==> src/rtl/jsu_pkg.sv <==
// shared types and codes for the json string unescaper
package jsu_pkg;

    localparam int unsigned QueueDepth = 4;
    localparam int unsigned QueueAw    = $clog2(QueueDepth);

    localparam logic [15:0] MaxLengthReset = 16'd256;

    localparam logic [0:0] RegMaxLength = 1'b0;

    localparam logic [2:0] ErrNone        = 3'd0;
    localparam logic [2:0] ErrExpString   = 3'd1;
    localparam logic [2:0] ErrTruncEscape = 3'd2;
    localparam logic [2:0] ErrBadEscape   = 3'd3;
    localparam logic [2:0] ErrTruncUni    = 3'd4;
    localparam logic [2:0] ErrBadUni      = 3'd5;
    localparam logic [2:0] ErrTooLong     = 3'd6;
    localparam logic [2:0] ErrUnterm      = 3'd7;

    // one decoded character (1..3 bytes) or one control word
    typedef struct packed {
        logic       chr;
        logic [7:0] b0;
        logic [7:0] b1;
        logic [7:0] b2;
        logic [1:0] cnt;
        logic       done;
        logic [2:0] err;
    } t_rec;

    typedef struct packed {
        logic push;
        t_rec rec;
    } t_push;

endpackage

==> src/rtl/jsu_if.sv <==
// valid/ready channels for raw input and decoded output words
interface jsu_in_if;
    logic       valid;
    logic       ready;
    logic [7:0] in_byte;
    logic       stream_end;
    modport source (output valid, output in_byte, output stream_end, input ready);
    modport sink (input valid, input in_byte, input stream_end, output ready);
endinterface

interface jsu_out_if;
    logic       valid;
    logic       ready;
    logic [7:0] out_byte;
    logic       byte_valid;
    logic       string_done;
    logic [2:0] error_code;
    logic       last;
    modport source (output valid, output out_byte, output byte_valid, output string_done,
                    output error_code, output last, input ready);
    modport sink (input valid, input out_byte, input byte_valid, input string_done,
                  input error_code, input last, output ready);
endinterface

==> src/rtl/jsu_front.sv <==
// front end: scans raw bytes, decodes escapes and checks the length bound
module jsu_front (
    input  logic           i_clk,
    input  logic           i_rst_n,
    jsu_in_if.sink         i_src,
    input  logic [15:0]    i_max_length,
    input  logic           i_full,
    output jsu_pkg::t_push o_push
);

    typedef enum logic [4:0] {
        ST_IDLE = 5'b00001,
        ST_BODY = 5'b00010,
        ST_ESC  = 5'b00100,
        ST_HEX  = 5'b01000,
        ST_ERR  = 5'b10000
    } t_mode;

    t_mode       r_mode, n_mode;
    logic [2:0]  r_hex_count, n_hex_count;
    logic [15:0] r_code_point, n_code_point;
    logic        r_hex_bad, n_hex_bad;
    logic [16:0] r_len, n_len;

    logic        accept;
    logic [7:0]  c;
    logic        fin;
    logic        is_hex;
    logic [3:0]  hex_d;
    logic [15:0] cp;
    logic        emit;
    logic [1:0]  emit_n;
    logic [7:0]  eb0, eb1, eb2;
    logic [16:0] nl;

    assign i_src.ready = !i_full;
    assign accept      = i_src.valid && !i_full;
    assign c           = i_src.in_byte;
    assign fin         = i_src.stream_end;

    always_comb begin
        is_hex = 1'b1;
        hex_d  = 4'd0;
        case (c) inside
            [8'h30:8'h39]: hex_d = c[3:0];
            [8'h41:8'h46], [8'h61:8'h66]: hex_d = c[3:0] + 4'd9;
            default: is_hex = 1'b0;
        endcase
    end

    assign cp = {r_code_point[11:0], hex_d};
    assign nl = r_len + {15'd0, emit_n};

    always_comb begin
        n_mode       = r_mode;
        n_hex_count  = r_hex_count;
        n_code_point = r_code_point;
        n_hex_bad    = r_hex_bad;
        n_len        = r_len;
        o_push       = '0;
        emit         = 1'b0;
        emit_n       = 2'd1;
        eb0          = c;
        eb1          = 8'd0;
        eb2          = 8'd0;
        if (accept) begin
            case (r_mode)
                ST_IDLE: begin
                    if (fin) begin
                        o_push.push    = 1'b1;
                        o_push.rec.err = jsu_pkg::ErrExpString;
                        n_mode         = ST_ERR;
                    end else if (c == 8'h22) begin
                        n_mode = ST_BODY;
                        n_len  = '0;
                    end else if (!(c == 8'h20 || c == 8'h09 || c == 8'h0A || c == 8'h0D)) begin
                        o_push.push    = 1'b1;
                        o_push.rec.err = jsu_pkg::ErrExpString;
                        n_mode         = ST_ERR;
                    end
                end
                ST_BODY: begin
                    if (fin) begin
                        o_push.push    = 1'b1;
                        o_push.rec.err = jsu_pkg::ErrUnterm;
                        n_mode         = ST_ERR;
                    end else if (c == 8'h22) begin
                        o_push.push     = 1'b1;
                        o_push.rec.done = 1'b1;
                        n_mode          = ST_IDLE;
                    end else if (c == 8'h5C) begin
                        n_mode = ST_ESC;
                    end else begin
                        emit = 1'b1;
                    end
                end
                ST_ESC: begin
                    if (fin) begin
                        o_push.push    = 1'b1;
                        o_push.rec.err = jsu_pkg::ErrTruncEscape;
                        n_mode         = ST_ERR;
                    end else begin
                        emit   = 1'b1;
                        n_mode = ST_BODY;
                        case (c)
                            8'h22, 8'h5C, 8'h2F: eb0 = c;
                            8'h62: eb0 = 8'h08;
                            8'h66: eb0 = 8'h0C;
                            8'h6E: eb0 = 8'h0A;
                            8'h72: eb0 = 8'h0D;
                            8'h74: eb0 = 8'h09;
                            8'h75: begin
                                emit         = 1'b0;
                                n_mode       = ST_HEX;
                                n_hex_count  = '0;
                                n_code_point = '0;
                                n_hex_bad    = 1'b0;
                            end
                            default: begin
                                emit           = 1'b0;
                                o_push.push    = 1'b1;
                                o_push.rec.err = jsu_pkg::ErrBadEscape;
                                n_mode         = ST_ERR;
                            end
                        endcase
                    end
                end
                ST_HEX: begin
                    if (fin) begin
                        o_push.push    = 1'b1;
                        o_push.rec.err = jsu_pkg::ErrTruncUni;
                        n_mode         = ST_ERR;
                    end else begin
                        if (is_hex) begin
                            n_code_point = cp;
                        end else begin
                            n_hex_bad = 1'b1;
                        end
                        n_hex_count = r_hex_count + 3'd1;
                        if (r_hex_count == 3'd3) begin
                            if (r_hex_bad || !is_hex) begin
                                o_push.push    = 1'b1;
                                o_push.rec.err = jsu_pkg::ErrBadUni;
                                n_mode         = ST_ERR;
                            end else begin
                                emit   = 1'b1;
                                n_mode = ST_BODY;
                                // utf-8 split by code point range
                                if (cp[15:7] == '0) begin
                                    eb0 = {1'b0, cp[6:0]};
                                end else if (cp[15:11] == '0) begin
                                    emit_n = 2'd2;
                                    eb0    = {3'b110, cp[10:6]};
                                    eb1    = {2'b10, cp[5:0]};
                                end else begin
                                    emit_n = 2'd3;
                                    eb0    = {4'b1110, cp[15:12]};
                                    eb1    = {2'b10, cp[11:6]};
                                    eb2    = {2'b10, cp[5:0]};
                                end
                            end
                        end
                    end
                end
                default: n_mode = ST_ERR;
            endcase

            if (emit) begin
                o_push.push = 1'b1;
                if (nl > {1'b0, i_max_length}) begin
                    o_push.rec.err = jsu_pkg::ErrTooLong;
                    n_mode         = ST_ERR;
                end else begin
                    n_len          = nl;
                    o_push.rec.chr = 1'b1;
                    o_push.rec.b0  = eb0;
                    o_push.rec.b1  = eb1;
                    o_push.rec.b2  = eb2;
                    o_push.rec.cnt = emit_n;
                end
            end
        end
    end

    always_ff @(posedge i_clk) begin
        if (!i_rst_n) begin
            r_mode       <= ST_IDLE;
            r_hex_count  <= '0;
            r_code_point <= '0;
            r_hex_bad    <= 1'b0;
            r_len        <= '0;
        end else begin
            r_mode       <= n_mode;
            r_hex_count  <= n_hex_count;
            r_code_point <= n_code_point;
            r_hex_bad    <= n_hex_bad;
            r_len        <= n_len;
        end
    end

endmodule

==> src/rtl/jsu_fifo.sv <==
// short queue of decoded characters between front and back end
module jsu_fifo (
    input  logic           i_clk,
    input  logic           i_rst_n,
    input  jsu_pkg::t_push i_push,
    input  logic           i_pop,
    output logic           o_full,
    output logic           o_empty,
    output jsu_pkg::t_rec  o_head
);

    localparam int unsigned Aw = jsu_pkg::QueueAw;

    jsu_pkg::t_rec r_mem [jsu_pkg::QueueDepth];
    logic [Aw:0]   r_wp, n_wp;
    logic [Aw:0]   r_rp, n_rp;

    assign o_empty = (r_wp == r_rp);
    assign o_full  = (r_wp[Aw] != r_rp[Aw]) && (r_wp[Aw-1:0] == r_rp[Aw-1:0]);
    assign o_head  = r_mem[r_rp[Aw-1:0]];

    assign n_wp = r_wp + {{Aw{1'b0}}, (i_push.push && !o_full)};
    assign n_rp = r_rp + {{Aw{1'b0}}, (i_pop && !o_empty)};

    always_ff @(posedge i_clk) begin
        if (i_push.push && !o_full) begin
            r_mem[r_wp[Aw-1:0]] <= i_push.rec;
        end
    end

    always_ff @(posedge i_clk) begin
        if (!i_rst_n) begin
            r_wp <= '0;
            r_rp <= '0;
        end else begin
            r_wp <= n_wp;
            r_rp <= n_rp;
        end
    end

endmodule

==> src/rtl/jsu_back.sv <==
// back end: splits queued characters into output words behind a register
module jsu_back (
    input  logic          i_clk,
    input  logic          i_rst_n,
    input  logic          i_empty,
    input  jsu_pkg::t_rec i_head,
    output logic          o_pop,
    jsu_out_if.source     o_dst
);

    logic       r_valid, n_valid;
    logic [1:0] r_idx, n_idx;
    logic [7:0] r_byte;
    logic       r_byte_valid;
    logic       r_done;
    logic [2:0] r_err;
    logic       r_last;

    logic       load;
    logic       head_last;
    logic [7:0] head_byte;

    assign load      = !i_empty && (!r_valid || o_dst.ready);
    assign head_last = !i_head.chr || (r_idx == i_head.cnt - 2'd1);
    assign o_pop     = load && head_last;

    always_comb begin
        case (r_idx)
            2'd0:    head_byte = i_head.b0;
            2'd1:    head_byte = i_head.b1;
            default: head_byte = i_head.b2;
        endcase
    end

    always_comb begin
        n_valid = r_valid;
        n_idx   = r_idx;
        if (load) begin
            n_valid = 1'b1;
            n_idx   = head_last ? 2'd0 : r_idx + 2'd1;
        end else if (o_dst.ready) begin
            n_valid = 1'b0;
        end
    end

    always_ff @(posedge i_clk) begin
        if (!i_rst_n) begin
            r_valid <= 1'b0;
            r_idx   <= '0;
        end else begin
            r_valid <= n_valid;
            r_idx   <= n_idx;
        end
    end

    always_ff @(posedge i_clk) begin
        if (load) begin
            r_byte       <= i_head.chr ? head_byte : 8'd0;
            r_byte_valid <= i_head.chr;
            r_done       <= i_head.done;
            r_err        <= i_head.err;
            r_last       <= head_last;
        end
    end

    assign o_dst.valid       = r_valid;
    assign o_dst.out_byte    = r_byte;
    assign o_dst.byte_valid  = r_byte_valid;
    assign o_dst.string_done = r_done;
    assign o_dst.error_code  = r_err;
    assign o_dst.last        = r_last;

endmodule

==> src/rtl/json_string_unescape.sv <==
// top level of the json string unescaper
// Takes one raw byte of a JSON string literal per cycle and returns the decoded
// string one output word per byte, with closing-quote and error words marked;
// errors are sticky until reset. Input bytes are taken every cycle while the
// four-entry character queue has room; the output side gives one word per cycle
// while o_dst.ready is high, so a \u escape that becomes two or three UTF-8 bytes
// holds the output longer, and the queue absorbs the difference. max_length sits
// at byte address 0 and resets to 256.
module json_string_unescape (
    input  logic        i_clk,
    input  logic        i_rst_n,
    jsu_in_if.sink      i_src,
    jsu_out_if.source   o_dst,
    input  logic        psel,
    input  logic        penable,
    input  logic        pwrite,
    input  logic [2:0]  paddr,
    input  logic [31:0] pwdata,
    output logic [31:0] prdata,
    output logic        pready
);

    logic [15:0]    r_max_length;
    jsu_pkg::t_push push;
    jsu_pkg::t_rec  head;
    logic           full;
    logic           empty;
    logic           pop;
    logic           reg_hit;

    assign pready  = 1'b1;
    assign reg_hit = (paddr[2:2] == jsu_pkg::RegMaxLength);
    assign prdata  = reg_hit ? {16'd0, r_max_length} : 32'd0;

    always_ff @(posedge i_clk) begin
        if (!i_rst_n) begin
            r_max_length <= jsu_pkg::MaxLengthReset;
        end else if (psel && penable && pwrite && reg_hit) begin
            r_max_length <= pwdata[15:0];
        end
    end

    jsu_front u_front (
        .i_clk        (i_clk),
        .i_rst_n      (i_rst_n),
        .i_src        (i_src),
        .i_max_length (r_max_length),
        .i_full       (full),
        .o_push       (push)
    );

    jsu_fifo u_fifo (
        .i_clk   (i_clk),
        .i_rst_n (i_rst_n),
        .i_push  (push),
        .i_pop   (pop),
        .o_full  (full),
        .o_empty (empty),
        .o_head  (head)
    );

    jsu_back u_back (
        .i_clk   (i_clk),
        .i_rst_n (i_rst_n),
        .i_empty (empty),
        .i_head  (head),
        .o_pop   (pop),
        .o_dst   (o_dst)
    );

    // a decoded byte word never carries a status
    a_byte_clean: assert property (@(posedge i_clk) disable iff (!i_rst_n)
        o_dst.valid && o_dst.byte_valid |-> !o_dst.string_done
            && o_dst.error_code == jsu_pkg::ErrNone)
        else $error("byte word carries status");

    // status words close their character
    a_status_last: assert property (@(posedge i_clk) disable iff (!i_rst_n)
        o_dst.valid && !o_dst.byte_valid |-> o_dst.last)
        else $error("status word not last");

    // nothing follows an error word
    a_err_final: assert property (@(posedge i_clk) disable iff (!i_rst_n)
        o_dst.valid && o_dst.ready && o_dst.error_code != jsu_pkg::ErrNone
            |=> !o_dst.valid)
        else $error("word after error");

    // queue never gets a word while full
    a_no_overflow: assert property (@(posedge i_clk) disable iff (!i_rst_n)
        full |-> !(i_src.valid && i_src.ready))
        else $error("input taken with queue full");

endmodule

==> src/flat_wrapper.sv <==
// flat-port wrapper written by rule: the top's interface ports become plain ports
module json_string_unescape_flat 
  (i_clk, i_rst_n, psel, penable, pwrite, paddr, pwdata, prdata, pready, i_src_valid, i_src_in_byte, i_src_stream_end, i_src_ready, o_dst_valid, o_dst_out_byte, o_dst_byte_valid, o_dst_string_done, o_dst_error_code, o_dst_last, o_dst_ready);
  jsu_in_if i_src_i ();
  jsu_out_if o_dst_i ();
  input  logic i_clk;
  input  logic i_rst_n;
  input  logic psel;
  input  logic penable;
  input  logic pwrite;
  input  logic [2:0] paddr;
  input  logic [31:0] pwdata;
  output logic [31:0] prdata;
  output logic pready;
  input wire logic [$bits(i_src_i.valid)-1:0] i_src_valid;
  input wire logic [$bits(i_src_i.in_byte)-1:0] i_src_in_byte;
  input wire logic [$bits(i_src_i.stream_end)-1:0] i_src_stream_end;
  output wire logic [$bits(i_src_i.ready)-1:0] i_src_ready;
  output wire logic [$bits(o_dst_i.valid)-1:0] o_dst_valid;
  output wire logic [$bits(o_dst_i.out_byte)-1:0] o_dst_out_byte;
  output wire logic [$bits(o_dst_i.byte_valid)-1:0] o_dst_byte_valid;
  output wire logic [$bits(o_dst_i.string_done)-1:0] o_dst_string_done;
  output wire logic [$bits(o_dst_i.error_code)-1:0] o_dst_error_code;
  output wire logic [$bits(o_dst_i.last)-1:0] o_dst_last;
  input wire logic [$bits(o_dst_i.ready)-1:0] o_dst_ready;
  assign i_src_i.valid = i_src_valid;
  assign i_src_i.in_byte = i_src_in_byte;
  assign i_src_i.stream_end = i_src_stream_end;
  assign i_src_ready = i_src_i.ready;
  assign o_dst_valid = o_dst_i.valid;
  assign o_dst_out_byte = o_dst_i.out_byte;
  assign o_dst_byte_valid = o_dst_i.byte_valid;
  assign o_dst_string_done = o_dst_i.string_done;
  assign o_dst_error_code = o_dst_i.error_code;
  assign o_dst_last = o_dst_i.last;
  assign o_dst_i.ready = o_dst_ready;
  json_string_unescape u_core (.i_clk(i_clk), .i_rst_n(i_rst_n), .i_src(i_src_i), .o_dst(o_dst_i), .psel(psel), .penable(penable), .pwrite(pwrite), .paddr(paddr), .pwdata(pwdata), .prdata(prdata), .pready(pready));
endmodule
==> config.mk <==
export PLATFORM = sky130hd
export DESIGN_NAME = json_string_unescape_flat
export DESIGN_NICKNAME = d
export VERILOG_FILES = /design/src/rtl/jsu_pkg.sv /design/src/rtl/jsu_if.sv /design/src/rtl/jsu_front.sv /design/src/rtl/jsu_fifo.sv /design/src/rtl/jsu_back.sv /design/src/rtl/json_string_unescape.sv /design/src/flat_wrapper.sv
export SDC_FILE = /design/constraint.sdc
export NUM_CORES = 1
export LEC_CHECK = 0
export BUFFER_PORTS_ARGS = -buffer_cell sky130_fd_sc_hd__buf_2
export CAP_MARGIN = 10
export CORE_UTILIZATION = 45
export DETAILED_ROUTE_END_ITERATION = 8
export GPL_TIMING_DRIVEN = 0
export MAX_ROUTING_LAYER = met4
export SYNTH_ARGS = -nofsm -noshare
export SYNTH_HDL_FRONTEND = slang
export SYNTH_SLANG_ARGS = --single-unit
==> constraint.sdc <==
create_clock -name i_clk -period 17.9 [get_ports i_clk]
set_input_delay 2.685 -clock i_clk [delete_from_list [all_inputs] [get_ports i_clk]]
set_output_delay 2.685 -clock i_clk [all_outputs]
set_load 0.005 [all_outputs]
Yosys cells after proc, flatten, opt, wreduce, memory -nomap -nowiden
Memories as Yosys holds them, arrays and structs flattened. A register that Yosys moved wholly into a read port is not among the register bits.
Index checks and enable logic that the tools add are counted.
{ "word_totals": {"regBits": 77, "wordCells": 203, "ram_bits": 124, "input_bits": 51, "n_memories": 1} }
{ "mem_list": {"columns": ["memory", "words", "width", "rd", "rd_ports_with_merged_regs", "wr", "line", "source"], "rows": [
  ["u_core.u_fifo.r_mem", 4, 31, 1, 1, 1, "jsu_fifo.sv:14", "jsu_pkg::t_rec r_mem [jsu_pkg::QueueDepth];"]
]} }
{ "classes": {"n_eq_ne": 28, "magnitude_cmp": 7, "muxes": 110, "n_reduce_logical": 34, "n_bitwise": 1, "n_addsub": 7} }
{ "ops": {"columns": ["op", "count"], "rows": [
  ["$mux W8", 16],
  ["$mux W17", 5],
  ["$mux W5", 12],
  ["$eq A8 B7 Y1 const B", 7],
  ["$mux W12", 4],
  ["$pmux W8 S5", 1],
  ["$mux W1", 35],
  ["$mux W32", 1],
  ["$pmux W8 S2", 2],
  ["$mux W28", 1],
  ["$mux W27", 1],
  ["$mux W3", 9],
  ["$eq A8 B4 Y1 const B", 3],
  ["$eq A8 B6 Y1 const B", 3],
  ["$pmux W12 S2", 1],
  ["$mux W2", 10],
  ["$pmux W5 S4", 1],
  ["$add A17 B2 Y17", 1],
  ["$gt A17 B16 Y1", 1],
  ["$ge A8 B7 Y1 const B", 2],
  ["$le A8 B7 Y1 const B", 2],
  ["$mux W16", 1],
  ["$logic_and A1 B1 Y1", 12],
  ["$mux W6", 2],
  ["other kinds (37)", 54]
]} }

Depth between registers and ports, before layout
{ "logic_depth": {"word_depth": 20, "depth_mapped": 24, "depth_no_buf": 23} }

Cells and area by module
From an unflattened synthesis, not the netlist that was laid out.
{ "hier_totals": {"cells_unflattened": 814, "hier_area_um2": 9884.5} }
{ "modules_own_cells": {"columns": ["mod", "area_per_inst_um2", "cells_per_inst", "n_inst"], "rows": [
  ["jsu_fifo", 4872.2, 200, 1],
  ["jsu_front", 3323.2, 444, 1],
  ["json_string_unescape", 912.1, 106, 1],
  ["jsu_back", 777.0, 64, 1]
]} }

Least setup slack after synthesis
Ideal clock, no wire load.
{ "synth_path": {"path_kind": "input port to flip-flop", "startpoint": "in i_src_in_byte[6]", "endpoint": "mem u_core.u_fifo.r_mem[0][28] in the netlist's numbering, data pin", "path_buffers": 2, "setup_slack_ns": 10.317, "cell_stages": 23, "required_time_ns": 17.697, "arrival_ns": 7.380, "cell_sequence": "buf_6 > nand4bb_1 > nor3_2 > a41oi_4 > nor4_4 > nand3_1 > ha_1 > fa_1 > nand3_1 > nor2_1 > nand3_1 > nor2_1 > xnor2_1 > inv_1 > ha_1 > nand4_1 > nor3_1 > a221o_1 > o221ai_1 > and2_1 > nand3_1 > buf_2 > nor3_1"} }
{ "synth_rtl": {"columns": ["item", "line", "source"], "rows": [
  ["from (decl)", "flat_wrapper.sv:16", "input wire logic [$bits(i_src_i.in_byte)-1:0] i_src_in_byte;"],
  ["to (decl)", "jsu_fifo.sv:14", null]
]} }

==> impl_metrics.csv <==
group,metric,value,unit
yosys,ys_seq_elements,189,
yosys,synth.yosys.seq_area_share,53.7,%
cts,ctsHoldBuffers,0,
yosys,synth_top_family_by_area,"simple AND/OR/NAND/NOR gates",
cts,cts_sinks,189,
detailed_routing,routed_wl,22000,um
floorplanning,start_util,46.1,%
sta,max_slew_margin,37.2,%
min_path,hp-class,"reg2reg",
cts,post_cts_resized,0,
yosys,synth_ff_type,"edfxtp_1",
floorplanning,pin_count,100,
sta,slew_viol_final,0,
yosys,avgSynthCellArea,11.3,um2
critical_path,endpoint_kind,"flop",
cts,cts_made_buffers,17,
critical_path,cp.required,18060,ps
sta,timing.final.crit_share,48.8,%
sta,whs,452,ps
global_routing,overflow,0,
floorplanning,die_w,146,um
power_and_ir_drop,combPwrFrac,15.1,%
yosys,synth-xor-area-share,2.33,%
cts,clk_pin_slew,70,ps
yosys,synthSimpleGateAreaFrac,15.7,%
detailed_routing,drc,0,
sta,clock_skew,11.8,ps
detailed_routing,vias,6834,
final_layout,syn_to_final_growth,15.2,%
critical_path,path_class,"in2reg",
global_routing,grt_pass1_wl,35200,um
yosys,yosys.area_share.adder,4.21,%
floorplanning,core,20400,um2
global_routing,grt_usage,22.0,%
sta,tns,0,ps
final_layout,antenna_cells,0,
yosys,netlist_instances,833,
sta,setup_viol,0,
critical_path,cp.arrival,8880,ps
yosys,synth_warnings,0,
yosys,synthDistinctLibCells,79,
power_and_ir_drop,p_leak,3.83,nW
final_layout,layout.nets,1020,
place,port_buffers,61,
detailed_routing,drt-pass1-iter-count,8,
cts,cts_tree,"done",
critical_path,critPathLaunchType,"input pin",
global_routing,antenna_found_initial,0,
sta,max_freq,115,MHz
critical_path,cp_common_cell,"nand3_1",
global_routing,grt_max_degree,29,
detailed_routing,wl_per_cell,18.0,um
yosys,netlist_area,9400,um2
place,dp_hpwl,16200,um
sta,hold_violations,0,
yosys,async_flop_share,0,%
critical_path,critPathMaxStageDelay,680,ps
sta,timing.final.crit_period,8730,ps
cts,post_cts_buffers,0,
detailed_routing,drt-vias-per-instance,5.60,
critical_path,cp_num_buf_inv,4,
power_and_ir_drop,p_int,0.749,mW
place,place_congestion,0.889,
run,maxCapViolations,0,
power_and_ir_drop,power_frac_seq,49.1,%
power_and_ir_drop,power_switching,0.276,mW
yosys,synth-edff-count,126,
sta,worstMarginPinSlew,939,ps
power_and_ir_drop,power,1.02,mW
floorplanning,die_area,21500,um2
power_and_ir_drop,sw_frac_of_total,26.9,%
critical_path,cp_top_family,"simple AND/OR/NAND/NOR gates",
power_and_ir_drop,vdd_drop_max,0.0607,mV
final_layout,drive_gt1_share,19.1,%
cts,worstSkewPairLatency,440,ps
cts,clk_path_buf_depth,2,
yosys,synth_compound_area_share,11.9,%
cts,h-tree-depth,4,
floorplanning,die_height,146,um
floorplanning,num_rows,52,
global_routing,grt_pass1_vias,6497,
yosys,muxShareOfSynthArea,7.03,%
power_and_ir_drop,pwr-share-clk,35.8,%
detailed_routing,drtIter0Drc,607,
detailed_routing,ant_nets,0,
cts,cts-root-buf,"clkbuf_16",
outcome,status,"completed",
sta,rsz0062_at_grt,"false",
power_and_ir_drop,powerDensity,94.7,nW/um2
critical_path,critPathMaxFanout,10,
critical_path,cp_slowest_cell,"nor4_4",
-- sequential cells by signal (all words and copies together), names as in the netlist, 3 cells and up --
register,count
u_core.u_fifo.r_mem,112
u_core.u_front.r_len,17
u_core.r_max_length,16
u_core.u_front.r_code_point,12
u_core.u_back.o_dst.out_byte,8
u_core.u_front.r_mode,5
u_core.u_back.o_dst.error_code,3
u_core.u_fifo.r_rp,3
u_core.u_fifo.r_wp,3
u_core.u_front.r_hex_count,3
-- logic make-up after synthesis --
logic type	count (synthesis)
flip-flops	189
AO/OA/AOI/OAI	160
AND/OR/NAND/NOR	290
buffers and inverters	104
other	2
multiplexers	32
adder cells (fa/ha/maj)	31
XOR/XNOR	25
-- stage by stage --
step | utilization (%) | worst slack (ps) | instance area, um2 | instances
floorplan | - | 10320 | 9450 | 848
global placement | 49.6 | 7820 | 10100 | 1179
detailed placement | 50.3 | 8710 | 10200 | 1189
CTS | 53.1 | 9170 | 10800 | 1221
global route | 53.1 | 8620 | 10800 | 1221
finish | 53.1 | 9170 | 10800 | 1221
-- layer usage --
| layer | GRT usage [%] | routed length (um) |
|---|---|---|
| met1 | 29.7 | 10100 |
| met2 | 34.0 | 10600 |
| met3 | 3.97 | 1020 |
| met4 | 5.89 | 282 |
| met5 | - | 0 |
-- path summary, 6_finish.rpt --
path         cells after the start                                   from                                    end  slack (ps)
max reg2reg                     21  u_core.u_front.r_mode[0]$_SDFFE_PN1P_   u_core.u_fifo.r_mem[1][28]$_DFFE_PP_       11580
min                              2  u_core.u_front.r_len[16]$_SDFFE_PN0P_  u_core.u_front.r_len[16]$_SDFFE_PN0P_         450
max                             25                       i_src_in_byte[1]   u_core.u_fifo.r_mem[1][28]$_DFFE_PP_        9170
min reg2reg                      2  u_core.u_front.r_len[16]$_SDFFE_PN0P_  u_core.u_front.r_len[16]$_SDFFE_PN0P_         450
-- cell type report --
cell class	instances	area (um2)
multi-input combinational	555	3960
fill	1821	9550
sequential	189	5040
timing repair buffer	71	422
tap	270	338
inverter	41	154
buffer	63	325
clock buffer	17	425
clock inverter	15	149
-- worst reg2reg max path: stages (launching register included) --
cell and delay (ps):
dfxtp_1 340, nor2_1 240, nand3_1 370, nor4_4 690
nand3_1 180, ha_1 280, fa_1 470, nand3_1 280
nor2_1 110, nand3_1 190, nor2_1 90, xnor2_1 220
inv_1 70, ha_1 310, nand4_1 110, nor3_1 80
a221o_1 330, o221ai_1 430, and2_1 300, nand3_1 130
buf_2 260, nor3_1 570
-- Yosys cell counts, drive strengths merged (4+ instances only) --
library cell  instances  area share (%)
edfxtp              126              40
nand2                86             3.4
nor2                 70             2.8
dfxtp                63              13
a21oi                58             3.1
inv                  40             1.6
buf                  34             2.3
ha                   30             4.0
clkbuf               29             1.2
mux4                 27             6.5
a22oi                23             1.8
nand3                23             1.3
nor3                 22             1.3
xnor2                16             1.5
o21ai                13            0.81
and2                 12            0.80
nand4                12            0.87
nor2b                12            0.80
nor4                  9            0.76
xor2                  9            0.84
and3                  8            0.53
nand2b                8            0.56
a31oi                 7            0.47
o22ai                 6            0.40
o31ai                 6            0.48
a221o                 5            0.53
o21a                  5            0.40
o221ai                5            0.47
or3                   5            0.39
a21o                  4            0.32
nand3b                4            0.32
o211ai                4            0.47
-- power by group through the flow --
stage / combinational, mW / sequential [mW] / clock [mW]
detailed placement: 0.157 / 0.514 / 0
finish: 0.155 / 0.503 / 0.366
global placement: 0.150 / 0.514 / 0
global route: 0.170 / 0.506 / 0.391
floorplan: 0.0948 / 0.516 / 0
CTS: 0.158 / 0.504 / 0.374
-- cells in the final DEF (no fill, tap or decap), types with 23 or more instances in the layout --
| cell type | instances |
|---|---|
| edfxtp_1 | 126 |
| buf_2 | 68 |
| dfxtp_1 | 63 |
| clkbuf_1 | 28 |
| mux4_2 | 27 |
| ha_1 | 30 |
| nor2_1 | 69 |
| a22oi_1 | 23 |
| a21oi_1 | 57 |
| nand2_1 | 86 |
| inv_1 | 40 |
(Power assumes the default switching activity.)
